--- config.mk ---
export PLATFORM = sky130hd
export DESIGN_NAME = ir_pulse_distance_decoder_flat
export DESIGN_NICKNAME = d
export VERILOG_FILES = /design/src/rtl/ird_pkg.sv /design/src/rtl/ird_pulse_if.sv /design/src/rtl/ird_result_if.sv /design/src/rtl/ird_cfg_regs.sv /design/src/rtl/ird_decoder.sv /design/src/rtl/ird_result_fifo.sv /design/src/rtl/ir_pulse_distance_decoder.sv /design/src/flat_wrapper.sv
export SDC_FILE = /design/constraint.sdc
export NUM_CORES = 2
export LEC_CHECK = 0
export ABC_CLOCK_PERIOD_IN_PS = 21100
export BUFFER_PORTS_ARGS = -buffer_cell sky130_fd_sc_hd__buf_2
export CORE_MARGIN = 10
export CORE_UTILIZATION = 43
export CTS_BUF_LIST = sky130_fd_sc_hd__clkbuf_8 sky130_fd_sc_hd__clkbuf_16
export CTS_CLUSTER_DIAMETER = 50
export DETAILED_ROUTE_END_ITERATION = 12
export GPL_TIMING_DRIVEN = 0
export SYNTH_ARGS = -nofsm -noshare
export SYNTH_HDL_FRONTEND = slang
export SYNTH_SLANG_ARGS = --single-unit
--- constraint.sdc ---
create_clock -name clk -period 21.1 [get_ports clk]
set_input_delay 3.165 -clock clk [delete_from_list [all_inputs] [get_ports clk]]
set_output_delay 3.165 -clock clk [all_outputs]
set_load 0.03 [all_outputs]
--- src/rtl/ird_pkg.sv ---
// Package for the IR pulse-distance decoder: shared types, timing register
// indexes, reset values, result codes and fixed decoder constants.
// Depends on nothing; every other file imports it.
`timescale 1ns / 1ps

package ird_pkg;

  // Fixed decoder properties.
  localparam int DATA_CAPACITY     = 32;
  localparam int TOLERANCE_PERCENT = 10;
  localparam int PULSE_ADJUST      = 50;
  localparam int PERCENT_SCALE     = 100;
  localparam int CFG_COUNT         = 8;
  localparam int APB_ADDR_W        = $clog2(CFG_COUNT) + 2;

  // Timing register indexes.
  localparam logic [2:0] CFG_HDR_MARK   = 3'd0;
  localparam logic [2:0] CFG_HDR_SPACE  = 3'd1;
  localparam logic [2:0] CFG_ONE_MARK   = 3'd2;
  localparam logic [2:0] CFG_ONE_SPACE  = 3'd3;
  localparam logic [2:0] CFG_ZERO_MARK  = 3'd4;
  localparam logic [2:0] CFG_ZERO_SPACE = 3'd5;
  localparam logic [2:0] CFG_FOOT_MARK  = 3'd6;
  localparam logic [2:0] CFG_FOOT_SPACE = 3'd7;

  typedef logic signed [15:0] dur_t;
  typedef dur_t [CFG_COUNT-1:0] cfg_bank_t;

  localparam cfg_bank_t CFG_RESET = '{
    7: -16'sd19984,
    6: 16'sd717,
    5: -16'sd460,
    4: 16'sd710,
    3: -16'sd1590,
    2: 16'sd710,
    1: -16'sd4499,
    0: 16'sd8967
  };

  // Result codes.
  localparam logic       KIND_DATA           = 1'b0;
  localparam logic       KIND_SUMMARY        = 1'b1;
  localparam logic [1:0] STATUS_OK           = 2'd0;
  localparam logic [1:0] STATUS_HDR_MISMATCH = 2'd1;
  localparam logic [1:0] STATUS_OVERFLOW     = 2'd2;

  localparam logic [5:0] CAPACITY_COUNT = 6'(DATA_CAPACITY);

  typedef enum logic [1:0] {
    PH_WAIT,
    PH_DATA,
    PH_PEND,
    PH_DONE
  } phase_t;

  typedef struct packed {
    logic       result_kind;
    logic [7:0] data_byte;
    logic [5:0] byte_count;
    logic [1:0] status;
    logic       last;
  } result_t;

  // Up to two results produced by one pulse pair, in order.
  typedef struct packed {
    logic [1:0] count;
    result_t    slot0;
    result_t    slot1;
  } result_push_t;

endpackage

--- src/rtl/ird_pulse_if.sv ---
// Input channel of the IR decoder: one mark/space pulse pair per transaction.
// Depends on ird_pkg for the duration type.
`timescale 1ns / 1ps

interface ird_pulse_if import ird_pkg::*; ();
  logic valid;
  logic ready;
  dur_t first_duration;
  dur_t second_duration;
  logic capture_start;
  logic capture_end;

  modport source (
    output valid, first_duration, second_duration, capture_start, capture_end,
    input  ready
  );
  modport sink (
    input  valid, first_duration, second_duration, capture_start, capture_end,
    output ready
  );
endinterface

--- src/rtl/ird_result_if.sv ---
// Output channel of the IR decoder: one data byte or summary per transaction.
// Depends on ird_pkg by convention; payload widths are fixed.
`timescale 1ns / 1ps

interface ird_result_if import ird_pkg::*; ();
  logic       valid;
  logic       ready;
  logic       result_kind;
  logic [7:0] data_byte;
  logic [5:0] byte_count;
  logic [1:0] status;
  logic       last;

  modport source (
    output valid, result_kind, data_byte, byte_count, status, last,
    input  ready
  );
  modport sink (
    input  valid, result_kind, data_byte, byte_count, status, last,
    output ready
  );
endinterface

--- src/rtl/ird_cfg_regs.sv ---
// APB-style timing register bank: eight signed 16-bit expected durations.
// Depends on ird_pkg for the register type and reset values.
`timescale 1ns / 1ps

module ird_cfg_regs import ird_pkg::*; (
  input  logic                  clk,
  input  logic                  rst,
  input  logic                  psel,
  input  logic                  penable,
  input  logic                  pwrite,
  input  logic [APB_ADDR_W-1:0] paddr,
  input  logic [31:0]           pwdata,
  output logic [31:0]           prdata,
  output logic                  pready,
  output cfg_bank_t             cfg
);

  logic [2:0] reg_idx;
  logic       wr_en;
  dur_t       rd_val;

  assign reg_idx = paddr[APB_ADDR_W-1:2];
  assign pready  = 1'b1;
  assign wr_en   = psel && penable && pwrite && pready;

  // Register writes in the access phase.
  always_ff @(posedge clk) begin
    if (rst) begin
      cfg <= CFG_RESET;
    end else if (wr_en) begin
      cfg[reg_idx] <= dur_t'(pwdata[15:0]);
    end
  end

  // Read data is the register value, sign extended.
  assign rd_val = cfg[reg_idx];
  assign prdata = {{16{rd_val[15]}}, rd_val};

endmodule

--- src/rtl/ird_decoder.sv ---
// Pulse pair decoder: input register, capture state and the single-pass
// classification of one pair into at most two results.
// Depends on ird_pkg and ird_pulse_if.
`timescale 1ns / 1ps

module ird_decoder import ird_pkg::*; (
  input  logic          clk,
  input  logic          rst,
  ird_pulse_if.sink     pulse_in,
  input  cfg_bank_t     cfg,
  input  logic          space_ok,
  output result_push_t  push
);

  // Tolerance test without division: |A - E| <= floor(E*T/100) holds exactly
  // when 100*|A - E| <= E*T, since the left side is an integer.
  function automatic logic pulse_match(input dur_t a, input dur_t e);
    logic signed [17:0] adj;
    logic signed [17:0] expd;
    logic signed [17:0] diff;
    logic [16:0]        mag;
    logic [23:0]        lhs;
    logic [23:0]        rhs;
    logic               sign_ok;
    if (a < 0) begin
      sign_ok = (e <= 0);
      adj     = 18'(PULSE_ADJUST) - 18'(a);
      expd    = -18'(e);
    end else begin
      sign_ok = (e >= 0);
      adj     = 18'(a) - 18'(PULSE_ADJUST);
      expd    = 18'(e);
    end
    diff = adj - expd;
    mag  = diff[17] ? 17'(-diff) : 17'(diff);
    lhs  = 24'(mag) * 24'(PERCENT_SCALE);
    rhs  = 24'(expd[16:0]) * 24'(TOLERANCE_PERCENT);
    return sign_ok && (lhs <= rhs);
  endfunction

  function automatic result_t data_result(input logic [7:0] b);
    result_t r;
    r.result_kind = KIND_DATA;
    r.data_byte   = b;
    r.byte_count  = 6'd0;
    r.status      = STATUS_OK;
    r.last        = 1'b0;
    return r;
  endfunction

  function automatic result_t summary_result(input logic [5:0] cnt, input logic [1:0] st);
    result_t r;
    r.result_kind = KIND_SUMMARY;
    r.data_byte   = 8'd0;
    r.byte_count  = cnt;
    r.status      = st;
    r.last        = 1'b1;
    return r;
  endfunction

  // Input register.
  logic in_valid;
  dur_t in_first;
  dur_t in_second;
  logic in_start;
  logic in_end;
  logic proc;

  assign proc           = in_valid && space_ok;
  assign pulse_in.ready = !in_valid || proc;

  always_ff @(posedge clk) begin
    if (rst) begin
      in_valid <= 1'b0;
    end else if (pulse_in.ready) begin
      in_valid <= pulse_in.valid;
    end
  end

  always_ff @(posedge clk) begin
    if (pulse_in.valid && pulse_in.ready) begin
      in_first  <= pulse_in.first_duration;
      in_second <= pulse_in.second_duration;
      in_start  <= pulse_in.capture_start;
      in_end    <= pulse_in.capture_end;
    end
  end

  // Pair classification against the four timing pairs.
  logic hdr_ok, one_ok, zero_ok, foot_ok;

  assign hdr_ok  = pulse_match(in_first, cfg[CFG_HDR_MARK])
                && pulse_match(in_second, cfg[CFG_HDR_SPACE]);
  assign one_ok  = pulse_match(in_first, cfg[CFG_ONE_MARK])
                && pulse_match(in_second, cfg[CFG_ONE_SPACE]);
  assign zero_ok = pulse_match(in_first, cfg[CFG_ZERO_MARK])
                && pulse_match(in_second, cfg[CFG_ZERO_SPACE]);
  assign foot_ok = pulse_match(in_first, cfg[CFG_FOOT_MARK])
                && pulse_match(in_second, cfg[CFG_FOOT_SPACE]);

  // Capture state.
  phase_t     phase, phase_next;
  logic [5:0] byte_index, byte_index_next;
  logic [3:0] bit_position, bit_position_next;
  logic [7:0] current_byte, current_byte_next;
  logic [1:0] res_count;
  result_t    res_slot [2];

  always_comb begin
    logic do_finish;
    logic [5:0] fin_count;
    phase_next        = phase;
    byte_index_next   = byte_index;
    bit_position_next = bit_position;
    current_byte_next = current_byte;
    res_count         = 2'd0;
    res_slot[0]       = data_result(8'd0);
    res_slot[1]       = data_result(8'd0);
    do_finish         = 1'b0;
    fin_count         = 6'd0;

    if (in_start) begin
      // A new capture restarts decoding from any phase.
      byte_index_next   = 6'd0;
      bit_position_next = 4'd0;
      current_byte_next = 8'd0;
      if (!hdr_ok) begin
        phase_next  = PH_DONE;
        res_slot[0] = summary_result(6'd0, STATUS_HDR_MISMATCH);
        res_count   = 2'd1;
      end else begin
        phase_next = PH_DATA;
        do_finish  = in_end;
      end
    end else if (phase == PH_PEND) begin
      // After an unknown pair only a repeated header lets decoding go on.
      if (!hdr_ok) begin
        do_finish = 1'b1;
      end else begin
        if (byte_index < CAPACITY_COUNT) begin
          res_slot[0]       = data_result(current_byte);
          res_count         = 2'd1;
          bit_position_next = 4'd8;
        end
        phase_next = PH_DATA;
        do_finish  = in_end;
      end
    end else if (phase == PH_DATA) begin
      // A closed byte moves the index on and opens an empty byte.
      if (bit_position >= 4'd8) begin
        if (byte_index < CAPACITY_COUNT) begin
          byte_index_next = byte_index + 6'd1;
        end
        bit_position_next = 4'd0;
        current_byte_next = 8'd0;
      end
      if (one_ok || zero_ok || foot_ok) begin
        if (byte_index_next >= CAPACITY_COUNT) begin
          phase_next  = PH_DONE;
          res_slot[0] = summary_result(CAPACITY_COUNT, STATUS_OVERFLOW);
          res_count   = 2'd1;
        end else begin
          if (!one_ok && !zero_ok) begin
            bit_position_next = 4'd8;
          end else begin
            if (one_ok) begin
              current_byte_next[bit_position_next[2:0]] = 1'b1;
            end
            bit_position_next = bit_position_next + 4'd1;
          end
          if (bit_position_next == 4'd8) begin
            res_slot[0] = data_result(current_byte_next);
            res_count   = 2'd1;
          end
          do_finish = in_end;
        end
      end else if (in_end) begin
        do_finish = 1'b1;
      end else begin
        phase_next = PH_PEND;
      end
    end

    // Ending a capture: flush an open partial byte, then the summary.
    if (do_finish) begin
      fin_count = byte_index_next + ((bit_position_next != 4'd0) ? 6'd1 : 6'd0);
      if (bit_position_next != 4'd0 && bit_position_next < 4'd8) begin
        res_slot[res_count[0]] = data_result(current_byte_next);
        res_count              = res_count + 2'd1;
      end
      res_slot[res_count[0]] = summary_result(fin_count, STATUS_OK);
      res_count              = res_count + 2'd1;
      phase_next             = PH_DONE;
    end
  end

  always_ff @(posedge clk) begin
    if (rst) begin
      phase        <= PH_WAIT;
      byte_index   <= 6'd0;
      bit_position <= 4'd0;
      current_byte <= 8'd0;
    end else if (proc) begin
      phase        <= phase_next;
      byte_index   <= byte_index_next;
      bit_position <= bit_position_next;
      current_byte <= current_byte_next;
    end
  end

  assign push.count = proc ? res_count : 2'd0;
  assign push.slot0 = res_slot[0];
  assign push.slot1 = res_slot[1];

endmodule

--- src/rtl/ird_result_fifo.sv ---
// Result queue: takes up to two results a cycle, delivers one a cycle while the output is ready.
// Depends on ird_pkg and ird_result_if.
`timescale 1ns / 1ps

module ird_result_fifo import ird_pkg::*; #(
  parameter int DEPTH = 4
) (
  input  logic          clk,
  input  logic          rst,
  input  result_push_t  push,
  output logic          space_ok,
  ird_result_if.source  result_out
);

  localparam int PTR_W = (DEPTH > 1) ? $clog2(DEPTH) : 1;
  localparam int CNT_W = $clog2(DEPTH + 1);

  function automatic logic [PTR_W-1:0] ptr_inc(input logic [PTR_W-1:0] p);
    return (p == PTR_W'(DEPTH - 1)) ? '0 : p + PTR_W'(1);
  endfunction

  result_t          mem [DEPTH];
  logic [PTR_W-1:0] wr_ptr, rd_ptr, wr_ptr_1;
  logic [CNT_W-1:0] fill, fill_next;
  logic             pop;
  result_t          head;

  assign wr_ptr_1 = ptr_inc(wr_ptr);
  assign pop      = result_out.valid && result_out.ready;
  assign space_ok = fill <= CNT_W'(DEPTH - 2);

  // Storage writes, one or two entries per cycle.
  always_ff @(posedge clk) begin
    if (push.count != 2'd0) begin
      mem[wr_ptr] <= push.slot0;
    end
    if (push.count == 2'd2) begin
      mem[wr_ptr_1] <= push.slot1;
    end
  end

  // Pointers and fill level.
  assign fill_next = fill + CNT_W'(push.count) - CNT_W'(pop);

  always_ff @(posedge clk) begin
    if (rst) begin
      wr_ptr <= '0;
      rd_ptr <= '0;
      fill   <= '0;
    end else begin
      fill <= fill_next;
      if (pop) begin
        rd_ptr <= ptr_inc(rd_ptr);
      end
      if (push.count == 2'd1) begin
        wr_ptr <= wr_ptr_1;
      end else if (push.count == 2'd2) begin
        wr_ptr <= ptr_inc(wr_ptr_1);
      end
    end
  end

  // Head of the queue drives the output channel.
  assign head                   = mem[rd_ptr];
  assign result_out.valid       = fill != '0;
  assign result_out.result_kind = head.result_kind;
  assign result_out.data_byte   = head.data_byte;
  assign result_out.byte_count  = head.byte_count;
  assign result_out.status      = head.status;
  assign result_out.last        = head.last;

endmodule

--- src/rtl/ir_pulse_distance_decoder.sv ---
// Top level of the IR pulse-distance decoder: timing registers, pair decoder
// and result queue. Depends on ird_pkg, ird_pulse_if, ird_result_if,
// ird_cfg_regs, ird_decoder and ird_result_fifo.
//
//   channel     direction  handshake         payload
//   pulse_in    in         valid / ready     first/second_duration, capture_start/end
//   result_out  out        valid / ready     result_kind, data_byte, byte_count,
//                                            status, last
//   APB         in/out     psel/penable      8 x 16-bit timing registers at 4*i
//
// One pulse pair is taken every cycle while the result queue has room. An accepted
// pair sits in the input register, and its results (none, one or two) are written
// into the result queue when it is processed; the queue then presents the first.
// A pair waits in the input register while fewer than two queue entries are
// free, and the input stalls behind it; with a stalled output that happens
// once RESULT_DEPTH-1 results are waiting.
// Synchronous reset empties the queue and returns to waiting for a header.
`timescale 1ns / 1ps

module ir_pulse_distance_decoder import ird_pkg::*; #(
  parameter int RESULT_DEPTH = 4
) (
  input  logic                  clk,
  input  logic                  rst,
  ird_pulse_if.sink             pulse_in,
  ird_result_if.source          result_out,
  input  logic                  psel,
  input  logic                  penable,
  input  logic                  pwrite,
  input  logic [APB_ADDR_W-1:0] paddr,
  input  logic [31:0]           pwdata,
  output logic [31:0]           prdata,
  output logic                  pready
);

  cfg_bank_t    cfg;
  result_push_t push;
  logic         space_ok;

  ird_cfg_regs u_cfg (
    .clk     (clk),
    .rst     (rst),
    .psel    (psel),
    .penable (penable),
    .pwrite  (pwrite),
    .paddr   (paddr),
    .pwdata  (pwdata),
    .prdata  (prdata),
    .pready  (pready),
    .cfg     (cfg)
  );

  ird_decoder u_dec (
    .clk      (clk),
    .rst      (rst),
    .pulse_in (pulse_in),
    .cfg      (cfg),
    .space_ok (space_ok),
    .push     (push)
  );

  ird_result_fifo #(
    .DEPTH (RESULT_DEPTH)
  ) u_fifo (
    .clk        (clk),
    .rst        (rst),
    .push       (push),
    .space_ok   (space_ok),
    .result_out (result_out)
  );

  // A pair never yields more than two results.
  a_push_max: assert property (@(posedge clk) disable iff (rst)
    push.count != 2'd3)
    else $error("decoder produced more than two results");

  // Results are only produced when the queue has room for two.
  a_push_room: assert property (@(posedge clk) disable iff (rst)
    (push.count != 2'd0) |-> space_ok)
    else $error("results pushed into a full queue");

  // When two results come from one pair, the second is always the summary.
  a_pair_order: assert property (@(posedge clk) disable iff (rst)
    (push.count == 2'd2) |-> (push.slot0.result_kind == KIND_DATA
                              && push.slot1.result_kind == KIND_SUMMARY))
    else $error("two results from one pair in the wrong order");

  // The queue is empty straight after reset.
  a_reset_empty: assert property (@(posedge clk)
    rst |=> !result_out.valid)
    else $error("result valid after reset");

endmodule

--- src/flat_wrapper.sv ---
// flat-port wrapper written by rule: the top's interface ports become plain ports
module ir_pulse_distance_decoder_flat import ird_pkg::*;
#(
  parameter int RESULT_DEPTH = 4
)
  (clk, rst, psel, penable, pwrite, paddr, pwdata, prdata, pready, pulse_in_valid, pulse_in_first_duration, pulse_in_second_duration, pulse_in_capture_start, pulse_in_capture_end, pulse_in_ready, result_out_valid, result_out_result_kind, result_out_data_byte, result_out_byte_count, result_out_status, result_out_last, result_out_ready);
  ird_pulse_if pulse_in_i ();
  ird_result_if result_out_i ();
  input  logic clk;
  input  logic rst;
  input  logic psel;
  input  logic penable;
  input  logic pwrite;
  input  logic [APB_ADDR_W-1:0] paddr;
  input  logic [31:0] pwdata;
  output logic [31:0] prdata;
  output logic pready;
  input wire logic [$bits(pulse_in_i.valid)-1:0] pulse_in_valid;
  input wire logic [$bits(pulse_in_i.first_duration)-1:0] pulse_in_first_duration;
  input wire logic [$bits(pulse_in_i.second_duration)-1:0] pulse_in_second_duration;
  input wire logic [$bits(pulse_in_i.capture_start)-1:0] pulse_in_capture_start;
  input wire logic [$bits(pulse_in_i.capture_end)-1:0] pulse_in_capture_end;
  output wire logic [$bits(pulse_in_i.ready)-1:0] pulse_in_ready;
  output wire logic [$bits(result_out_i.valid)-1:0] result_out_valid;
  output wire logic [$bits(result_out_i.result_kind)-1:0] result_out_result_kind;
  output wire logic [$bits(result_out_i.data_byte)-1:0] result_out_data_byte;
  output wire logic [$bits(result_out_i.byte_count)-1:0] result_out_byte_count;
  output wire logic [$bits(result_out_i.status)-1:0] result_out_status;
  output wire logic [$bits(result_out_i.last)-1:0] result_out_last;
  input wire logic [$bits(result_out_i.ready)-1:0] result_out_ready;
  assign pulse_in_i.valid = pulse_in_valid;
  assign pulse_in_i.first_duration = pulse_in_first_duration;
  assign pulse_in_i.second_duration = pulse_in_second_duration;
  assign pulse_in_i.capture_start = pulse_in_capture_start;
  assign pulse_in_i.capture_end = pulse_in_capture_end;
  assign pulse_in_ready = pulse_in_i.ready;
  assign result_out_valid = result_out_i.valid;
  assign result_out_result_kind = result_out_i.result_kind;
  assign result_out_data_byte = result_out_i.data_byte;
  assign result_out_byte_count = result_out_i.byte_count;
  assign result_out_status = result_out_i.status;
  assign result_out_last = result_out_i.last;
  assign result_out_i.ready = result_out_ready;
  ir_pulse_distance_decoder #(.RESULT_DEPTH(RESULT_DEPTH)) u_core (.clk(clk), .rst(rst), .pulse_in(pulse_in_i), .result_out(result_out_i), .psel(psel), .penable(penable), .pwrite(pwrite), .paddr(paddr), .pwdata(pwdata), .prdata(prdata), .pready(pready));
endmodule
=== After elaboration in Yosys (flattened, before gate mapping) ===
Memory sizes are Yosys's and may differ from the RTL's. A register that Yosys moved wholly into a read port is not among the register bits.
Index checks and enable logic that the tools add are counted.

* Muxes and demuxes: 129
* $add $sub $neg: 38
* Reduce and logical (&&, ||, !) cells: 35
* Bitwise operators: 3
* $mul: 16
* $lt $le $gt $ge: 39
* Eq/ne operators: 11

{| class="wikitable"
|+ Operators with widths
! kind !! number
|-
| $mux 18 || 18
|-
| $le 24x21->1 || 8
|-
| $mux 17 || 11
|-
| $mul 17x5->22 const B || 8
|-
| $mul 17x3->20 const B || 8
|-
| $neg 16->18 || 8
|-
| $sub 18x18->18 || 8
|-
| $neg 17->17 || 8
|-
| $bwmux 128 || 1
|-
| $ge 16x1->1 const B || 8
|-
| $le 16x1->1 const B || 8
|-
| $mux 36 || 3
|-
| $mux 8 || 11
|-
| $bwmux 36 || 2
|-
| $mux 4 || 17
|-
| $bmux 16 s3 || 1
|-
| $demux 16 s3 || 1
|-
| $mux 6 || 8
|-
| $mux 2 || 22
|-
| $demux 18 s1 || 2
|-
| $sub 16x7->17 const B || 2
|-
| $sub 7x16->17 const A || 2
|-
| $lt 16x1->1 const B || 2
|-
| $mux 16 || 2
|-
| 32 further kinds || 102
|}

* Memory bits (writable): 72
* Bits of input ports: 78
* Flip-flop bits (word level): 190
* Output and inout bits: 53
* Memories kept: 1
* Word-level logic and storage cells: 292

{| class="wikitable"
|+ Memory list
! memory !! words !! width !! read ports !! clocked after Yosys merged registers in !! wr ports !! line !! RTL
|-
| u_core.u_fifo.mem || 4 || 18 || 1 || 1 || 2 || ird_result_fifo.sv:22 || <nowiki>result_t mem [DEPTH];</nowiki>
|}

=== Longest topological paths before layout ===
* Depth in word-level cells: 34
* Mapped depth: 63
* Mapped depth without buffers: 59

=== Modules after synthesis ===
Synthesis repeated with hierarchy kept, for this count alone.

* Cell total of the unflattened synthesis: 5880
* Area total of the unflattened synthesis: 49272.3 um^2

{| class="wikitable"
|+ Modules (own cells, without submodules)
! module !! cells an instance !! area an instance (um^2) !! seq. area each (um^2) !! instances
|-
| ird_decoder || 5087 || 38948.6 || 1441.4 || 1
|-
| ird_cfg_regs || 554 || 6214.7 || 2562.5 || 1
|-
| ird_result_fifo || 239 || 4108.9 || 2342.2 || 1
|}

=== Worst setup path before layout ===
Ideal clock, no wire load.

* Path kind: register -> register
* From: register u_core.u_dec.in_second[15]
* To: memory u_core.u_fifo.mem[1][0] (netlist name) (enable)
* Slack: 8.120 ns
* Arrival: 12.566 ns
* Library setup time: 0.415 ns
* Stages on the path, launching flop included: 57
* Data required time: 20.685 ns
* Path buffers: 5
* Clock period less this slack: 12.980 ns
* Cells stage by stage: edfxtp_1 -> clkbuf_1 -> clkinv_1 -> clkbuf_1 -> clkbuf_1 -> a21boi_0 -> ha_1 -> nor2b_1 -> o21ai_0 -> a21oi_1 -> o211ai_1 -> a21oi_1 -> nor3_1 -> nor4b_1 -> o21a_1 -> a31o_2 -> o41ai_1 -> xnor2_1 -> (+21 left out) -> o21ai_0 -> o21a_1 -> o21ai_0 -> nand4_1 -> nor4_2 -> nand3b_1 -> a32o_1 -> nor3_2 -> a21oi_4 -> inv_1 -> ha_1 -> buf_2 -> inv_1 -> nand2_1 -> o21ai_0 -> nand2_1 -> ha_1 -> o21ai_0

{| class="wikitable"
|+ RTL lines
! what !! line !! RTL
|-
| start, declared || ird_decoder.sv:64 || <nowiki>dur_t in_second;</nowiki>
|-
| start signal, assigned || ird_decoder.sv:83 || <nowiki>in_second <= pulse_in.second_duration;</nowiki>
|-
| end, declared || ird_result_fifo.sv:22 ||
|}

==> impl_results.md <==
* Rel. slew slack at 0.0122
* Slowest cell on crit path: nor4_1
* Maximum clock rate at 58.9 MHz
* Via count at roughly 43000
* Die area at approximately 130000 um2
* TNS Setup at 0 ns
* Post-synthesis net count at 7300
* CP required at 21.40 ns
* Clock tree buffer depth at 3
* Fin. Hold Viols at 0
* Min-Delay Path Depth at 2
* Simple-Gate Fraction of Synth Area at 0.175
* FILL cells at between 10000 and 15000
* CTS tree: yes
* FP Rows at 122
* Synth Area in Compound Gates at 0.174
* Layout cell share with drive strength beyond 1 at 0.0523
* Most frequent CP cell: ha_1
* Core area at 111000 um2
* P&R area growth vs syn at 7.55%
* Status: complete, but fails checks
* Post-Syn Area at about 48000 um2
* Tot GR Track Use at 0.224
* Syn Area/Cell at just under 8 um2
* XOR/XNOR Fraction of Synth Area at 0.119
* EDFF count, synth at around 100
* WL/cell at roughly 19 um
* Starting DRT DRC Count at ~3200
* Register area share after synthesis at 0.129
* Crit. End Element: register
* GP Congestion at ~0.98
* RSZ-0062 raised after global routing: no
* Hold WC Path Type: reg -> reg
* Post-DP HPWL at 124000 um
* Nets at 7440
* Most used DFF post-synth: dfxtp_1
* Largest family of logic cells by synthesized area: adder cells
* 1st-pass router iterations at 7
* Detail Route Antenna Nets at 0
* Post-CTS Setup Repair Bufs at 0
* Global-route wire length before repair at ~230000 um
* Period utilization at 0.804
* R2R Setup Slk at between 4 and 5 ns
* CP arrival at 17.27 ns
* Failing checks: max-capacitance violations
* Cts hold-fix bufs at 0
* Count of max-cap constraint violations at 1
* FF+latch count, synth at 260
* Area occupied by multi-input gates at between 30000 and 40000 um2
* Distinct cell type count after synthesis at approximately 110
* Post-route DRC at 0
* Post-route minimum period at approximately 17 ns
* H-tree lvl count at 2
* DIE WIDTH at ~350 um
* Worst reg2reg path depth at 53
* Num Clock Sinks at 260
* Port Buffers at 91
* Root buffer cell: clkbuf_16
* Worst-path fanout max at 10
* Routed WL at 147000 um
* Largest net degree at the start of global routing at 19
* Starting Density at 0.435
* Post-CTS Resized at 0
* Post-Synthesis Cells at between 6000 and 7000
* Post-synthesis adder-cell area fraction at 0.314
* Global route overflow at 0
* Clk slew on worst S/H paths at about 0.06 ns
* Max-slew violations at 0
* Antenna violations before repair at 7
* Number of I/O pins at ~130
* Crit-path max cell delay at roughly 0.95 ns
* FF/Latch Area at ~6200 um2
* Vert. Die Dim at roughly 350 um
* Worst Clk Skew at 0.0244 ns
* Clk_lat worst skew at between 0.5 and 0.6 ns
* Mux contribution to synthesized area at 0.0138
* Critical path class: reg -> reg
* Async SR Flop Fraction at 0
* Final Setup Violations at 0
* Total CTS buffers at 36
* Vias in the first global route at approximately 40000
* Crit start category: register
* Vias/cell at 5.55
* Yosys warns at 0
* Slew @ Worst Pin at around 1.5 ns
layout make-up:
class | instances | area share
multi-input combinational | 4888 | 0.740
sequential | 260 | 0.120
inverter | 776 | 0.0562
tap | 1488 | 0.0359
clock buffer | 37 | 0.0176
buffer | 155 | 0.0140
timing repair buffer | 102 | 0.0113
clock inverter | 29 | 0.00463
antenna | 2 | 0.0000965
kinds of logic after synthesis:
family                   Yosys count
adder cells (fa/ha/maj)         1143
multiplexers                      45
other                              1
buffers and inverters            931
AND/OR/NAND/NOR                 1759
flip-flops                       260
XOR/XNOR                         652
AO/OA/AOI/OAI                   1288
cell usage after synthesis, drive strengths merged, types with 17 or more instances:
cell type     n  share of area
a211o        18         0.0033
a211oi       50         0.0082
a21boi       44         0.0068
a21o         85          0.013
a21oi       412          0.043
a22oi        72          0.011
a31oi        29         0.0040
and2         55         0.0071
and3         37         0.0048
buf          51         0.0067
clkbuf      104         0.0084
dfxtp       158          0.066
edfxtp      102          0.064
fa          113          0.047
ha         1030           0.27
inv         775          0.060
mux2i        27         0.0056
mux4         17         0.0079
nand2       611          0.048
nand2b       68         0.0088
nand3        98          0.010
nand3b       55         0.0086
nand4        49         0.0064
nor2        395          0.031
nor2b        55         0.0071
nor3        127          0.013
nor3b        17         0.0026
nor4         24         0.0032
o211ai       31         0.0050
o21a         58         0.0090
o21ai       270          0.028
o21bai       28         0.0044
o31a         17         0.0031
o31ai        40         0.0070
o41ai        20         0.0039
or2          31         0.0040
or3          81          0.011
or4          18         0.0029
xnor2       470          0.086
xor2        182          0.033
per-stage QoR:
stage / instances / instance area (um2) / util / setup WS [ns] / hold slack (ns)
floorplan: 6079 / 48200 / - / 8.12 / 0.445
global placement: 7658 / 50600 / 0.456 / 1.93 / 0.463
detailed placement: 7669 / 50700 / 0.457 / 4.26 / 0.476
CTS: 7735 / 51900 / 0.467 / 4.19 / 0.485
global route: 7735 / 51900 / 0.467 / 2.93 / 0.502
finish: 7737 / 51900 / 0.467 / 4.13 / 0.490
final timing paths:
| check | startpoint | to |
|---|---|---|
| setup / recovery | u_core.u_dec.in_second[15] | u_core.u_fifo.mem[0][0] |
| hold reg to reg | u_core.u_dec.current_byte[0] | u_core.u_dec.current_byte[0] |
| setup reg to reg | u_core.u_dec.in_second[15] | u_core.u_fifo.mem[0][0] |
| hold / removal | u_core.u_dec.current_byte[0] | u_core.u_dec.current_byte[0] |
worst max-delay path: cells and delay by family (launching register included):
family / cells / cell delay (ns)
compound gates: 19 / 5.10
xor+xnor: 5 / 1.84
fa+ha+maj: 8 / 2.69
buf+inv: 10 / 3.62
flops: 1 / 0.31
simple gates: 11 / 3.08
registers in the layout, indices dropped and copies added, names as in the netlist, 3 cells and up, named ones only:
name / flops
u_core.u_cfg.cfg: 128
u_core.u_dec.bit_position: 4
u_core.u_dec.byte_index: 6
u_core.u_dec.current_byte: 8
u_core.u_dec.in_first: 16
u_core.u_dec.in_second: 16
u_core.u_fifo.fill: 3
u_core.u_fifo.mem: 68
per-layer routing:
| metal | global-route usage | vias to the layer above | part of all wire |
|---|---|---|---|
| li1 | - | 21400 | - |
| met4 | 0.0546 | 8 | 0.029 |
| met5 | 0 | - | 0.00064 |
| met1 | 0.308 | 20100 | 0.46 |
| met2 | 0.367 | 1183 | 0.44 |
| met3 | 0.0329 | 221 | 0.068 |
cell usage in the layout (no fill, tap or decap), types with 37 or more instances in the layout:
cell type / n
a211oi_1: 47
a21boi_0: 39
a21o_1: 85
a21oi_1: 411
a22oi_1: 71
and2_1: 52
and3_1: 37
buf_2: 103
clkbuf_1: 93
dfxtp_1: 158
edfxtp_1: 102
fa_1: 113
ha_1: 1030
inv_1: 782
nand2_1: 611
nand2b_1: 68
nand3_1: 98
nand3b_1: 55
nand4_1: 49
nor2_1: 395
nor2b_1: 55
nor3_1: 125
o21a_1: 58
o21ai_0: 250
or3_1: 80
xnor2_1: 468
xor2_1: 181
Power is left out: the tool's default activity adds up to more than one toggle a clock period on the data nets, which glitch-free logic cannot reach.
